===== src/rtl/sslscan_pkg.sv =====
// Shared types and character codes for the string literal scanner.
`default_nettype none

package sslscan_pkg;

	// Scanner context while walking the source text
	typedef enum logic [2:0] {
		MODE_NORMAL     = 3'd0,
		MODE_SLASH      = 3'd1,
		MODE_LINE       = 3'd2,
		MODE_BLOCK      = 3'd3,
		MODE_BLOCK_STAR = 3'd4,
		MODE_CHAR       = 3'd5,
		MODE_STRING     = 3'd6,
		MODE_ESCAPE     = 3'd7
	} scan_mode_t;

	// Characters the scanner reacts to
	localparam logic [7:0] CH_QUOTE     = 8'h22;
	localparam logic [7:0] CH_APOS      = 8'h27;
	localparam logic [7:0] CH_SLASH     = 8'h2F;
	localparam logic [7:0] CH_STAR      = 8'h2A;
	localparam logic [7:0] CH_BACKSLASH = 8'h5C;
	localparam logic [7:0] CH_NEWLINE   = 8'h0A;

	// Remaining bytes to skip in a char literal
	localparam logic [1:0] SKIP_ONE = 2'd1;
	localparam logic [1:0] SKIP_TWO = 2'd2;

endpackage

`default_nettype wire


===== src/rtl/source_string_literal_scanner_top.sv =====
// An accepted byte is held in the input register, its result word in the output register.
// Throughput: one source byte per cycle unless a result byte meets a stalled full output;
// bytes with no result never wait for the output side.
// The scanner state is updated in the same step as the output word is formed.
// Reset: arst_n clears the scanner state and both valid flags at once; no sweep.
// Bytes after a final byte (tlast) start from the reset state again.
`default_nettype none

module source_string_literal_scanner_top
	import sslscan_pkg::*;
(
	input  wire logic       clk,
	input  wire logic       arst_n,
	input  wire logic       s_axis_tvalid,
	output logic            s_axis_tready,
	input  wire logic [7:0] s_axis_tdata,  // [7:0] in_byte
	input  wire logic       s_axis_tlast,  // last_byte
	output logic            m_axis_tvalid,
	input  wire logic       m_axis_tready,
	output logic [7:0]      m_axis_tdata,  // [7:0] out_byte
	output logic            m_axis_tuser,  // byte_valid
	output logic            m_axis_tlast   // literal_end
);

	// Input register
	logic       vld_s1;
	logic [7:0] byte_s1;
	logic       last_s1;

	// Scanner state
	scan_mode_t mode_q;
	logic [1:0] skip_q;
	logic       first_q;

	// Output register
	logic       vld_s2;
	logic [7:0] byte_s2;
	logic       bvld_s2;
	logic       end_s2;

	// Next-state and result of the byte in the input register
	scan_mode_t mode_d;
	scan_mode_t mode_c;
	logic [1:0] skip_d;
	logic [1:0] skip_c;
	logic       first_d;
	logic       first_c;
	logic [7:0] ob_c;
	logic       bvld_c;
	logic       end_c;
	logic       has_res;
	logic       adv;

	// Scanner step
	always_comb begin
		mode_c  = mode_q;
		skip_c  = skip_q;
		first_c = first_q;
		ob_c    = '0;
		bvld_c  = 1'b0;
		end_c   = 1'b0;
		case (mode_q)
			MODE_NORMAL, MODE_SLASH: begin
				if (mode_q == MODE_SLASH && byte_s1 == CH_SLASH) begin
					mode_c = MODE_LINE;
				end else if (mode_q == MODE_SLASH && byte_s1 == CH_STAR) begin
					mode_c = MODE_BLOCK;
				end else if (byte_s1 == CH_QUOTE) begin
					mode_c = MODE_STRING;
				end else if (byte_s1 == CH_SLASH) begin
					mode_c = MODE_SLASH;
				end else if (byte_s1 == CH_APOS) begin
					mode_c  = MODE_CHAR;
					first_c = 1'b1;
					skip_c  = '0;
				end else begin
					mode_c = MODE_NORMAL;
				end
			end
			MODE_LINE: begin
				if (byte_s1 == CH_NEWLINE) mode_c = MODE_NORMAL;
			end
			MODE_BLOCK: begin
				if (byte_s1 == CH_STAR) mode_c = MODE_BLOCK_STAR;
			end
			MODE_BLOCK_STAR: begin
				if (byte_s1 == CH_SLASH) mode_c = MODE_NORMAL;
				else if (byte_s1 != CH_STAR) mode_c = MODE_BLOCK;
			end
			MODE_CHAR: begin
				if (first_q) begin
					first_c = 1'b0;
					skip_c  = (byte_s1 == CH_BACKSLASH) ? SKIP_TWO : SKIP_ONE;
				end else begin
					skip_c = skip_q - 2'd1;
					if (skip_c == 2'd0) mode_c = MODE_NORMAL;
				end
			end
			MODE_STRING: begin
				if (byte_s1 inside {CH_QUOTE, CH_NEWLINE}) begin
					end_c  = 1'b1;
					mode_c = MODE_NORMAL;
				end else begin
					ob_c   = byte_s1;
					bvld_c = 1'b1;
					if (byte_s1 == CH_BACKSLASH) mode_c = MODE_ESCAPE;
				end
			end
			MODE_ESCAPE: begin
				ob_c   = byte_s1;
				bvld_c = 1'b1;
				mode_c = MODE_STRING;
			end
			default: begin
				mode_c = MODE_NORMAL;
			end
		endcase

		// End of text closes an open literal and returns to reset state
		mode_d  = mode_c;
		skip_d  = skip_c;
		first_d = first_c;
		if (last_s1) begin
			if (mode_c inside {MODE_STRING, MODE_ESCAPE}) end_c = 1'b1;
			mode_d  = MODE_NORMAL;
			skip_d  = '0;
			first_d = 1'b0;
		end
	end

	// Handshake: a byte with no result never waits for the output side
	assign has_res       = bvld_c | end_c;
	assign adv           = vld_s1 & (~vld_s2 | m_axis_tready | ~has_res);
	assign s_axis_tready = ~vld_s1 | adv;

	// Input register
	always_ff @(posedge clk or negedge arst_n) begin
		if (!arst_n) begin
			vld_s1 <= 1'b0;
		end else if (s_axis_tready) begin
			vld_s1 <= s_axis_tvalid;
		end
	end

	always_ff @(posedge clk) begin
		if (s_axis_tready && s_axis_tvalid) begin
			byte_s1 <= s_axis_tdata;
			last_s1 <= s_axis_tlast;
		end
	end

	// Scanner state
	always_ff @(posedge clk or negedge arst_n) begin
		if (!arst_n) begin
			mode_q  <= MODE_NORMAL;
			skip_q  <= '0;
			first_q <= 1'b0;
		end else if (adv) begin
			mode_q  <= mode_d;
			skip_q  <= skip_d;
			first_q <= first_d;
		end
	end

	// Output register
	always_ff @(posedge clk or negedge arst_n) begin
		if (!arst_n) begin
			vld_s2 <= 1'b0;
		end else if (adv && has_res) begin
			vld_s2 <= 1'b1;
		end else if (m_axis_tready) begin
			vld_s2 <= 1'b0;
		end
	end

	always_ff @(posedge clk) begin
		if (adv && has_res) begin
			byte_s2 <= ob_c;
			bvld_s2 <= bvld_c;
			end_s2  <= end_c;
		end
	end

	assign m_axis_tvalid = vld_s2;
	assign m_axis_tdata  = byte_s2;
	assign m_axis_tuser  = bvld_s2;
	assign m_axis_tlast  = end_s2;

`ifndef SYNTHESIS
	// Every word presented carries content or an end marker
	a_word_nonempty: assert property (@(posedge clk) disable iff (!arst_n)
		m_axis_tvalid |-> (m_axis_tuser || m_axis_tlast))
		else $error("empty result word presented");

	// Marker-only words carry a zero byte
	a_zero_byte: assert property (@(posedge clk) disable iff (!arst_n)
		(m_axis_tvalid && !m_axis_tuser) |-> (m_axis_tdata == 8'h00))
		else $error("end marker word with nonzero byte");

	// Inside a char literal past the first byte there is always something left to skip
	a_skip_live: assert property (@(posedge clk) disable iff (!arst_n)
		(mode_q == MODE_CHAR && !first_q) |-> (skip_q != 2'd0))
		else $error("char literal skip count ran out");

	// A final byte leaves the scanner in its reset state
	a_last_resets: assert property (@(posedge clk) disable iff (!arst_n)
		(adv && last_s1) |=> (mode_q == MODE_NORMAL && skip_q == 2'd0 && !first_q))
		else $error("state not cleared after final byte");

	// A byte with a result is held while the output word is stalled
	a_hold_s1: assert property (@(posedge clk) disable iff (!arst_n)
		(vld_s1 && has_res && vld_s2 && !m_axis_tready) |=> vld_s1)
		else $error("input byte lost under back-pressure");
`endif

endmodule

`default_nettype wire

===== config.mk =====
export PLATFORM = sky130hd
export DESIGN_NAME = source_string_literal_scanner_top
export DESIGN_NICKNAME = d
export VERILOG_FILES = /design/src/rtl/sslscan_pkg.sv /design/src/rtl/source_string_literal_scanner_top.sv
export SDC_FILE = /design/constraint.sdc
export NUM_CORES = 1
export LEC_CHECK = 0
export BUFFER_PORTS_ARGS = -buffer_cell sky130_fd_sc_hd__buf_2
export CORE_MARGIN = 4
export CORE_UTILIZATION = 55
export DETAILED_ROUTE_END_ITERATION = 8
export GPL_ROUTABILITY_DRIVEN = 0
export PLACE_DENSITY = 0.77
export SKIP_LAST_GASP = 1
export SYNTH_ARGS = -nofsm -noshare
export SYNTH_HDL_FRONTEND = slang
export SYNTH_SLANG_ARGS = --single-unit

===== constraint.sdc =====
create_clock -name clk -period 4.4 [get_ports clk]
set_input_delay 0.22 -clock clk [delete_from_list [all_inputs] [get_ports clk]]
set_output_delay 0.22 -clock clk [all_outputs]
set_load 0.02 [all_outputs]

==> results of run 1 <==
## how the worst min path moves through the flow
stage	end	startpoint	depth (start not counted)
floorplan	first_q$_DFFE_PN0P_	arst_n	0
global placement	skip_q[1]$_DFFE_PN0P_	arst_n	1
detailed placement	skip_q[1]$_DFFE_PN0P_	arst_n	1
CTS	last_s1$_DFFE_PP_	s_axis_tlast	1
global route	last_s1$_DFFE_PP_	s_axis_tlast	1
finish	byte_s1[4]$_DFFE_PP_	s_axis_tdata[4]	1
## stage by stage
stage | std cells | utilization
global placement | 175 | 0.620
floorplan | 127 | -
detailed placement | 175 | 0.620
finish | 180 | 0.635
global route | 180 | 0.635
CTS | 180 | 0.635
## layout make-up
type,count,share of cell area
timing repair buffer,25,0.0820
clock buffer,3,0.0142
tap,30,0.0237
inverter,6,0.0142
sequential,27,0.486
multi-input combinational,88,0.377
clock inverter,1,0.00315
## registers in the layout, indices dropped and copies added, names as in the netlist, 2 cells and up
register and cells:
byte_s1 8, m_axis_tdata 8, mode_q 3, skip_q 2
## critical path, cell delays in order, from the launching register on
cell                       delay (ns)
sky130_fd_sc_hd__edfxtp_1        0.50
sky130_fd_sc_hd__nor4b_4         0.44
sky130_fd_sc_hd__nand4b_1        0.14
sky130_fd_sc_hd__a221o_1         0.36
sky130_fd_sc_hd__nor4_2          0.27
sky130_fd_sc_hd__o21ai_2         0.14
sky130_fd_sc_hd__nor2b_1         0.64
## cells by family (layout without fill, tap and decap cells)
family / after synthesis / after routing
AOI/OAI and AO/OA: 30 / 30
xor gates and xnor gates: 3 / 3
adders and majority gates: 1 / 1
buffers and inverters: 12 / 35
DFF: 27 / 27
muxes: 1 / 1
and+or+nand+nor: 53 / 53
## layer usage
layer,vias to the layer above,wire length [um]
met5,-,0
met4,0,77
met3,12,266
met2,70,1270
met1,523,1110
li1,530,-
## power breakdown
group          internal, W  switching [W]  total (W)  leakage [nW]
sequential        0.000321      0.0000553   0.000376         0.284
combinational     0.000101       0.000139   0.000240         0.335
clock            0.0000341      0.0000714   0.000106        0.0177
total             0.000456       0.000266   0.000722         0.636
## cell usage in the layout, fill, tap and decap left out, types with 2 or more instances in the layout
master,n
sky130_fd_sc_hd__edfxtp_1,19
sky130_fd_sc_hd__nand3_1,2
sky130_fd_sc_hd__o21ai_2,2
sky130_fd_sc_hd__a41oi_1,2
sky130_fd_sc_hd__dfrtp_1,8
sky130_fd_sc_hd__xnor2_1,2
sky130_fd_sc_hd__buf_2,24
sky130_fd_sc_hd__o21ai_0,6
sky130_fd_sc_hd__o22ai_1,2
sky130_fd_sc_hd__and3_1,7
sky130_fd_sc_hd__a211oi_1,2
sky130_fd_sc_hd__or2_2,2
sky130_fd_sc_hd__nor3_1,3
sky130_fd_sc_hd__nand2b_1,2
sky130_fd_sc_hd__a31oi_1,2
sky130_fd_sc_hd__nor3b_1,2
sky130_fd_sc_hd__nand2_1,11
sky130_fd_sc_hd__nand4b_1,2
sky130_fd_sc_hd__nor2_1,8
sky130_fd_sc_hd__inv_1,6
sky130_fd_sc_hd__clkbuf_4,3
sky130_fd_sc_hd__a21oi_1,3
## timing repair
| item | 4_1_cts | 5_1_grt |
|---|---|---|
| hold endpoints to repair | 8 | 0 |
| buffers inserted | 0 | 0 |
| hold buffers | 1 | 0 |
==> report_table.html, run 1 <==
<table>
<tr><th>Metric</th><th>Value</th></tr>
<tr><th colspan="2">Setup path</th></tr>
<tr><td>R2r setup slk</td><td>1.53 ns</td></tr>
<tr><td>Critical path endpoint</td><td>m_axis_tlast$_DFFE_PP_</td></tr>
<tr><td>Worst-case reg-to-reg path depth</td><td>6</td></tr>
<tr><td>Worst Path Required</td><td>4.37 ns</td></tr>
<tr><td>Startpoint-to-endpoint class of the critical path</td><td>register to register</td></tr>
<tr><td>Critical R2R Capture</td><td>m_axis_tlast$_DFFE_PP_</td></tr>
<tr><td>Worst setup startpoint</td><td>byte_s1[4]$_DFFE_PP_</td></tr>
<tr><td>Critical path data arrival time</td><td>2.84 ns</td></tr>
<tr><td>Critical Path Start Type</td><td>register</td></tr>
<tr><td>Worst R2R Start</td><td>byte_s1[4]$_DFFE_PP_</td></tr>
<tr><td>Element type at the critical path end</td><td>register</td></tr>
<tr><td>Largest fanout on the critical path</td><td>10</td></tr>
<tr><th colspan="2">Cells and area</th></tr>
<tr><td>Final instance area</td><td>1590 sq um</td></tr>
<tr><td>Share of layout cells above drive strength 1</td><td>0.267</td></tr>
<tr><td>Sequential cell area in the final layout</td><td>771 sq um</td></tr>
<tr><td>Number of antenna repair diodes</td><td>0</td></tr>
<tr><td>Final #Nets</td><td>165</td></tr>
<tr><td>Synth-to-layout area growth</td><td>9.50%</td></tr>
<tr><td>Area used by multi-input combinational logic</td><td>598 sq um</td></tr>
<tr><td>Number of filler cells placed in the layout</td><td>188</td></tr>
<tr><th colspan="2">Place</th></tr>
<tr><td>Post-place setup slack</td><td>1.59 ns</td></tr>
<tr><td>Count of buffers from port buffering</td><td>24</td></tr>
<tr><td>DPL Wire Length</td><td>2100 um</td></tr>
<tr><td>Cell Area, Placed</td><td>1550 sq um</td></tr>
<tr><th colspan="2">Pwr</th></tr>
<tr><td>Maximum VDD drop</td><td>0.000332 V</td></tr>
<tr><td>Total power</td><td>0.000722 W</td></tr>
<tr><td>Leakage power</td><td>0.636 nW</td></tr>
<tr><td>Pwr Density</td><td>455 nW/um^2</td></tr>
<tr><th colspan="2">Floorplanning</th></tr>
<tr><td>Floorplan die area</td><td>3520 sq um</td></tr>
<tr><td>Die width</td><td>59.3 um</td></tr>
<tr><td>Die Height</td><td>59.3 um</td></tr>
<tr><td>Cell row count</td><td>18</td></tr>
<tr><td>Core area</td><td>2500 sq um</td></tr>
<tr><td>Ports</td><td>25</td></tr>
<tr><td>Starting density of the core</td><td>0.580</td></tr>
<tr><th colspan="2">CTS</th></tr>
<tr><td>Clock tree sinks</td><td>27</td></tr>
<tr><td>Clock-pin slew on the worst setup and hold paths</td><td>0.14 ns</td></tr>
<tr><td>Cell chosen for the clock root</td><td>sky130_fd_sc_hd__clkbuf_4</td></tr>
<tr><td>CTS tree</td><td>done</td></tr>
<tr><td>CTS max path bufs</td><td>2</td></tr>
<tr><td>H-tree Lvls</td><td>1</td></tr>
<tr><td>CTS Buf Count</td><td>3</td></tr>
<tr><td>Post-cts gate resize count</td><td>0</td></tr>
<tr><td>Clock insertion delay at the later pin of the skew report</td><td>0.33 ns</td></tr>
<tr><th colspan="2">Global route</th></tr>
<tr><td>Global-route wire length before repair</td><td>4640 um</td></tr>
<tr><td>Overall track demand over capacity in global routing</td><td>0.173</td></tr>
<tr><td>Global Route met1 Usage</td><td>0.217</td></tr>
<tr><td>Initial antenna violation count</td><td>0</td></tr>
<tr><td>Busiest layer in global routing</td><td>met2</td></tr>
<tr><td>Fraction of met2 tracks used by global routing</td><td>0.282</td></tr>
<tr><td>Met3 Track Usage GR</td><td>0.0349</td></tr>
<tr><td>Number of global-route vias before repair</td><td>1088</td></tr>
<tr><td>Total grt overflow</td><td>0</td></tr>
<tr><td>Pin count of the biggest net entering global routing</td><td>16</td></tr>
<tr><th colspan="2">Yosys</th></tr>
<tr><td>Fraction of the mapped netlist area in compound gates</td><td>0.149</td></tr>
<tr><td>XOR/XNOR Fraction of Synth Area</td><td>0.0181</td></tr>
<tr><td>Count of cell types in the netlist</td><td>52</td></tr>
<tr><td>Share of synthesized cell area in and, or, nand and nor gates</td><td>0.230</td></tr>
<tr><td>Number of flops mapped to enable cells by yosys</td><td>19</td></tr>
<tr><td>FFs w/ async S/R, synth</td><td>0.296</td></tr>
<tr><td>Cell area after technology mapping</td><td>1450 sq um</td></tr>
<tr><td>Portion of netlist area occupied by mux cells</td><td>0.00691</td></tr>
<tr><td>Proportion of synthesized chip area in sequential cells</td><td>0.532</td></tr>
<tr><td>Number of instances in the synthesized netlist</td><td>127</td></tr>
<tr><td>Leading register cell type out of synthesis</td><td>sky130_fd_sc_hd__edfxtp_1</td></tr>
<tr><td>Arithmetic-cell share of the synthesized area counting full adders, half adders and majority gates</td><td>0.00864</td></tr>
<tr><td>Most frequent cells after synthesis</td><td>sky130_fd_sc_hd__edfxtp_1, sky130_fd_sc_hd__nand2_1, sky130_fd_sc_hd__dfrtp_1, sky130_fd_sc_hd__nor2_1, sky130_fd_sc_hd__and3_1</td></tr>
<tr><td>Leading cell types by total area after synthesis</td><td>sky130_fd_sc_hd__edfxtp_1, sky130_fd_sc_hd__dfrtp_1, sky130_fd_sc_hd__and3_1</td></tr>
<tr><td>Dominant combinational cell family by area after synthesis</td><td>simple AND/OR/NAND/NOR gates</td></tr>
<tr><td>Area share of the largest cell type after synthesis</td><td>0.394</td></tr>
<tr><td>Synth warnings</td><td>0</td></tr>
<tr><td>Flop and latch count out of synthesis</td><td>27</td></tr>
<tr><td>Dominant cell type by area after synthesis</td><td>sky130_fd_sc_hd__edfxtp_1</td></tr>
<tr><td>Synthesized Nets</td><td>141</td></tr>
<tr><td>Post-Synthesis Mean Instance Area</td><td>11.4 sq um</td></tr>
<tr><td>Most common cell in the netlist</td><td>sky130_fd_sc_hd__edfxtp_1</td></tr>
<tr><th colspan="2">Timing</th></tr>
<tr><td>Measured slew at the worst slew-check pin</td><td>0.787 ns</td></tr>
<tr><td>Unrepaired setup endpoints after global routing</td><td>false</td></tr>
<tr><td>Post-route worst hold slack</td><td>0.0505 ns</td></tr>
<tr><td>Final WS setup</td><td>1.53 ns</td></tr>
<tr><td>Final Max Slew Viols</td><td>0</td></tr>
<tr><td>Final worst-path cycle share</td><td>0.652</td></tr>
<tr><td>Highest clock rate</td><td>349 MHz</td></tr>
<tr><td>Final setup skew</td><td>0.0128 ns</td></tr>
<tr><td>Final min period</td><td>2.87 ns</td></tr>
<tr><td>Worst rel slew slack</td><td>0.474</td></tr>
<tr><td>Final total negative setup slack</td><td>0 ns</td></tr>
<tr><td>Hold Fails Final Rpt</td><td>0</td></tr>
<tr><td># setup viols final</td><td>0</td></tr>
<tr><th colspan="2">Detailed routing</th></tr>
<tr><td>Detailed Route Iter0 Violations</td><td>49</td></tr>
<tr><td>DRC errors left</td><td>0</td></tr>
<tr><td>Detail-routed via count per cell</td><td>6.31</td></tr>
<tr><td>Total routed wirelength</td><td>2720 um</td></tr>
<tr><td>Routed length per placed instance</td><td>15.1 um</td></tr>
<tr><td>First drt pass iteration count</td><td>4</td></tr>
<tr><td>Count of vias placed by the detailed router</td><td>1135</td></tr>
<tr><td>Final ANT Viol Nets</td><td>0</td></tr>
<tr><th colspan="2">Hold path</th></tr>
<tr><td>Type of the worst min-delay path</td><td>input port to register</td></tr>
<tr><th colspan="2">Flow run</th></tr>
<tr><td>Reported max-cap violation count</td><td>0</td></tr>
<tr><th colspan="2">Outcome</th></tr>
<tr><td>Run status</td><td>finished, final reports clean</td></tr>
</table>
Note: power is estimated with default switching activity, not from simulation.
==> inputs of run 2 (changes only) <==
ABC_AREA = 1   (was unset)
clock period = 2.9 ns   (was 4.4 ns; I/O delays follow)
==> run 2 against run 1 <==
  * Final cell count increased by 25%
  * Register-to-register slack worse by 0.91 ns
  * Power is 11% higher
  * Critical path type is now register to output pin
  * Critical endpoint is now s_axis_tready
  * Largest power group unchanged
==> report_table.html, run 2 <==
<table>
<tr><th>Metric</th><th>Value</th></tr>
<tr><th colspan="2">CTS</th></tr>
<tr><td>Clock insertion delay at the later pin of the skew report</td><td>0.34 ns (about the same)</td></tr>
<tr><td>Clock tree sinks</td><td>27 (unchanged)</td></tr>
<tr><td>CTS max path bufs</td><td>2 (unchanged)</td></tr>
<tr><td>CTS Buf Count</td><td>3 (unchanged)</td></tr>
<tr><td>Cell chosen for the clock root</td><td>sky130_fd_sc_hd__clkbuf_4</td></tr>
<tr><td>CTS tree</td><td>done</td></tr>
<tr><td>H-tree Lvls</td><td>1 (unchanged)</td></tr>
<tr><td>Post-cts gate resize count</td><td>0 (unchanged)</td></tr>
<tr><td>Clock-pin slew on the worst setup and hold paths</td><td>0.15 ns (about the same)</td></tr>
<tr><th colspan="2">Global route</th></tr>
<tr><td>Global-route wire length before repair</td><td>5480 um (+18%)</td></tr>
<tr><td>Overall track demand over capacity in global routing</td><td>0.207 (+0.0339)</td></tr>
<tr><td>Number of global-route vias before repair</td><td>1219 (+12%)</td></tr>
<tr><td>Total grt overflow</td><td>0 (unchanged)</td></tr>
<tr><td>Pin count of the biggest net entering global routing</td><td>17 (+1)</td></tr>
<tr><td>Initial antenna violation count</td><td>0 (unchanged)</td></tr>
<tr><th colspan="2">Detailed routing</th></tr>
<tr><td>Routed length per placed instance</td><td>13.8 um (-8.7%)</td></tr>
<tr><td>Detail-routed via count per cell</td><td>5.28 (-16%)</td></tr>
<tr><td>Count of vias placed by the detailed router</td><td>1189 (+4.8%)</td></tr>
<tr><td>Final ANT Viol Nets</td><td>0 (unchanged)</td></tr>
<tr><td>First drt pass iteration count</td><td>4 (unchanged)</td></tr>
<tr><td>Detailed Route Iter0 Violations</td><td>65 (+33%)</td></tr>
<tr><td>Total routed wirelength</td><td>3100 um (+14%)</td></tr>
<tr><td>DRC errors left</td><td>0 (unchanged)</td></tr>
<tr><th colspan="2">Floorplanning</th></tr>
<tr><td>Core area</td><td>2500 sq um (unchanged)</td></tr>
<tr><td>Ports</td><td>25 (unchanged)</td></tr>
<tr><td>Floorplan die area</td><td>3540 sq um (+0.52%)</td></tr>
<tr><td>Starting density of the core</td><td>0.583 (+0.00350)</td></tr>
<tr><td>Die width</td><td>59.5 um (+0.26%)</td></tr>
<tr><td>Die Height</td><td>59.5 um (+0.26%)</td></tr>
<tr><td>Cell row count</td><td>18 (unchanged)</td></tr>
<tr><th colspan="2">Setup path</th></tr>
<tr><td>Worst setup startpoint</td><td>byte_s1[7]$_DFFE_PP_</td></tr>
<tr><td>Slowest cell on the critical path</td><td>sky130_fd_sc_hd__edfxtp_1</td></tr>
<tr><td>Element type at the critical path end</td><td>output pin</td></tr>
<tr><td>Most frequent CP cell</td><td>sky130_fd_sc_hd__nand2_1</td></tr>
<tr><td>Critical Path, Cell by Cell</td><td>inv_1 -&gt; nand2_2 -&gt; nor2_4 -&gt; nand2_1 -&gt; nand2_1 -&gt; nand2_1 -&gt; nor2_1 -&gt; nand3_1 -&gt; nand2_1 -&gt; inv_2 -&gt; nand3_2 -&gt; nand3_4 -&gt; nand3_2 -&gt; buf_2</td></tr>
<tr><td>Startpoint-to-endpoint class of the critical path</td><td>register to output pin</td></tr>
<tr><td>Critical path depth</td><td>14 (+8)</td></tr>
<tr><td>Critical path data arrival time</td><td>2.14 ns (-0.70 ns)</td></tr>
<tr><td>Largest fanout on the critical path</td><td>6 (-4)</td></tr>
<tr><td>Critical R2R Capture</td><td>last_s1$_DFFE_PP_</td></tr>
<tr><td>Combined buffer and inverter count along the critical path</td><td>3 (+3)</td></tr>
<tr><td>Worst R2R Start</td><td>byte_s1[7]$_DFFE_PP_</td></tr>
<tr><td>Worst Path Required</td><td>2.76 ns (-1.61 ns)</td></tr>
<tr><td>Delay of the slowest cell on the worst path</td><td>0.43 ns (-0.21 ns)</td></tr>
<tr><td>Critical path endpoint</td><td>s_axis_tready</td></tr>
<tr><td>Critical Path Start Type</td><td>register</td></tr>
<tr><td>Worst-case reg-to-reg path depth</td><td>15 (+9)</td></tr>
<tr><td>R2r setup slk</td><td>0.62 ns (-0.91 ns)</td></tr>
<tr><td>Family of cells with the greatest summed delay on the critical path</td><td>simple AND/OR/NAND/NOR gates</td></tr>
<tr><th colspan="2">Yosys</th></tr>
<tr><td>Dominant cell type by area after synthesis</td><td>sky130_fd_sc_hd__edfxtp_1</td></tr>
<tr><td>Leading cell types by total area after synthesis</td><td>sky130_fd_sc_hd__edfxtp_1, sky130_fd_sc_hd__dfrtp_1, sky130_fd_sc_hd__nand2_1</td></tr>
<tr><td>Leading register cell type out of synthesis</td><td>sky130_fd_sc_hd__edfxtp_1</td></tr>
<tr><td>Flop and latch count out of synthesis</td><td>27 (unchanged)</td></tr>
<tr><td>Cell area after technology mapping</td><td>1460 sq um (+0.60%)</td></tr>
<tr><td>Proportion of synthesized chip area in sequential cells</td><td>0.529 (-0.00320)</td></tr>
<tr><td>Post-Synthesis Mean Instance Area</td><td>9.23 sq um (-19%)</td></tr>
<tr><td>Synthesized Nets</td><td>172 (+22%)</td></tr>
<tr><td>Most frequent cells after synthesis</td><td>sky130_fd_sc_hd__nand2_1, sky130_fd_sc_hd__edfxtp_1, sky130_fd_sc_hd__inv_1, sky130_fd_sc_hd__nor2_1</td></tr>
<tr><td>Area share of the largest cell type after synthesis</td><td>0.391 (-0.00237)</td></tr>
<tr><td>Synth warnings</td><td>0 (unchanged)</td></tr>
<tr><td>FFs w/ async S/R, synth</td><td>0.296 (unchanged)</td></tr>
<tr><td>Number of instances in the synthesized netlist</td><td>158 (+24%)</td></tr>
<tr><td>Most common cell in the netlist</td><td>sky130_fd_sc_hd__nand2_1</td></tr>
<tr><td>Number of flops mapped to enable cells by yosys</td><td>19 (unchanged)</td></tr>
<tr><td>Count of cell types in the netlist</td><td>27 (-48%)</td></tr>
<tr><th colspan="2">Cells and area</th></tr>
<tr><td>Final #Nets</td><td>210 (+27%)</td></tr>
<tr><td>Final std cells w/o fill</td><td>225 (+25%)</td></tr>
<tr><td>Final core utilization</td><td>0.694 (+0.0591)</td></tr>
<tr><td>Share of layout cells above drive strength 1</td><td>0.297 (+0.0308)</td></tr>
<tr><td>Synth-to-layout area growth</td><td>19.0%</td></tr>
<tr><td>Commonest non-fill, non-tap cell in the layout</td><td>sky130_fd_sc_hd__nand2_1</td></tr>
<tr><td>Leading cell types in the layout, fill and taps excluded</td><td>sky130_fd_sc_hd__nand2_1, sky130_fd_sc_hd__buf_2, sky130_fd_sc_hd__edfxtp_1</td></tr>
<tr><td>Number of antenna repair diodes</td><td>0 (unchanged)</td></tr>
<tr><th colspan="2">Timing</th></tr>
<tr><td>Final Max Slew Viols</td><td>0 (unchanged)</td></tr>
<tr><td>Highest clock rate</td><td>438 MHz</td></tr>
<tr><td># setup viols final</td><td>0 (unchanged)</td></tr>
<tr><td>Post-route worst hold slack</td><td>0.0340 ns (-0.0164 ns)</td></tr>
<tr><td>Final min period</td><td>2.28 ns</td></tr>
<tr><td>Measured slew at the worst slew-check pin</td><td>0.518 ns (-0.269 ns)</td></tr>
<tr><td>Worst rel slew slack</td><td>0.651 (+0.177)</td></tr>
<tr><td>Final setup skew</td><td>0.00510 ns (-0.00771 ns)</td></tr>
<tr><td>Final worst-path cycle share</td><td>0.787</td></tr>
<tr><td>Final total negative setup slack</td><td>0 ns (unchanged)</td></tr>
<tr><td>Unrepaired setup endpoints after global routing</td><td>false</td></tr>
<tr><td>Hold Fails Final Rpt</td><td>0 (unchanged)</td></tr>
<tr><th colspan="2">Place</th></tr>
<tr><td>Count of buffers from port buffering</td><td>24 (unchanged)</td></tr>
<tr><td>DPL Wire Length</td><td>2250 um (+7.1%)</td></tr>
<tr><td>Number of placed instances, taps included</td><td>211 (+21%)</td></tr>
<tr><th colspan="2">Pwr</th></tr>
<tr><td>Maximum VDD drop</td><td>0.000411 V (+24%)</td></tr>
<tr><td>Pwr Density</td><td>463 nW/um^2 (+1.7%)</td></tr>
<tr><td>Leakage power</td><td>0.832 nW (+31%)</td></tr>
<tr><th colspan="2">Outcome</th></tr>
<tr><td>Run status</td><td>finished, final reports clean</td></tr>
<tr><th colspan="2">Flow run</th></tr>
<tr><td>Reported max-cap violation count</td><td>0 (unchanged)</td></tr>
<tr><th colspan="2">Hold path</th></tr>
<tr><td>Worst Min Path Start</td><td>s_axis_tvalid</td></tr>
<tr><td>Type of the worst min-delay path</td><td>input port to register</td></tr>
</table>
## run 2: where the power goes
group	internal (W)	switching, W
sequential	0.000434	0.0000284
combinational	0.0000611	0.000107
clock	0.0000530	0.000119
total	0.000548	0.000254
## run 2: area by class of cell
cell class                      count  area [sq um]
Clock buffer                        3          22.5
Clock inverter                      1          7.51
Fill cell                         189           766
Inverter                           25          95.1
Multi-Input combinational cell    105           581
Sequential cell                    27           771
Tap cell                           30          37.5
Timing Repair Buffer               34           220
## run 2: worst min path at each step
stage / to / slack [ns] / depth (start not counted)
2_1_floorplan: first_q$_DFFE_PN0P_ / -0.15 / 0
3_3_place_gp: mode_q[1]$_DFFE_PN0N_ / -0.01 / 1
6_report: vld_s1$_DFFE_PN0P_ / 0.03 / 3
4_1_cts: vld_s1$_DFFE_PN0P_ / 0.02 / 3
3_5_place_dp: mode_q[2]$_DFFE_PN0N_ / -0.002 / 1
5_1_grt: vld_s1$_DFFE_PN0P_ / 0.06 / 3
## run 2: tightest hold or removal path, cell delays in order
cell and delay, ns:
sky130_fd_sc_hd__buf_2 0.08, sky130_fd_sc_hd__nand2_1 0.07, sky130_fd_sc_hd__nand2_1 0.06
## run 2: metrics by stage
stage	area (sq um)	worst slack, ns	total power [W]
2_1_floorplan	1460	0.870	0.000588
3_3_place_gp	1600	0.750	0.000618
3_5_place_dp	1600	0.677	0.000624
4_1_cts	1730	0.638	0.000803
5_1_grt	1730	0.388	0.000847
6_report	1730	0.619	0.000803
## run 2: repair_timing
item                       4_1_cts  5_1_grt
hold buffers                    10        0
setup buffers                    0        0
hold endpoints to repair        17        0
setup endpoints to repair        0        0
## run 2: kinds of logic after synthesis
kind of cell,synth area share
AND/OR/NAND/NOR,0.344
flip-flops,0.529
AO/OA/AOI/OAI,0.0455
buffers and inverters,0.0730
adder cells (fa/ha/maj),0.00858
## run 2: layer usage
metal	GRT usage	share of wire
met1	0.260	0.41
met2	0.357	0.51
met3	0.0240	0.065
met4	0.0841	0.015
met5	0	0
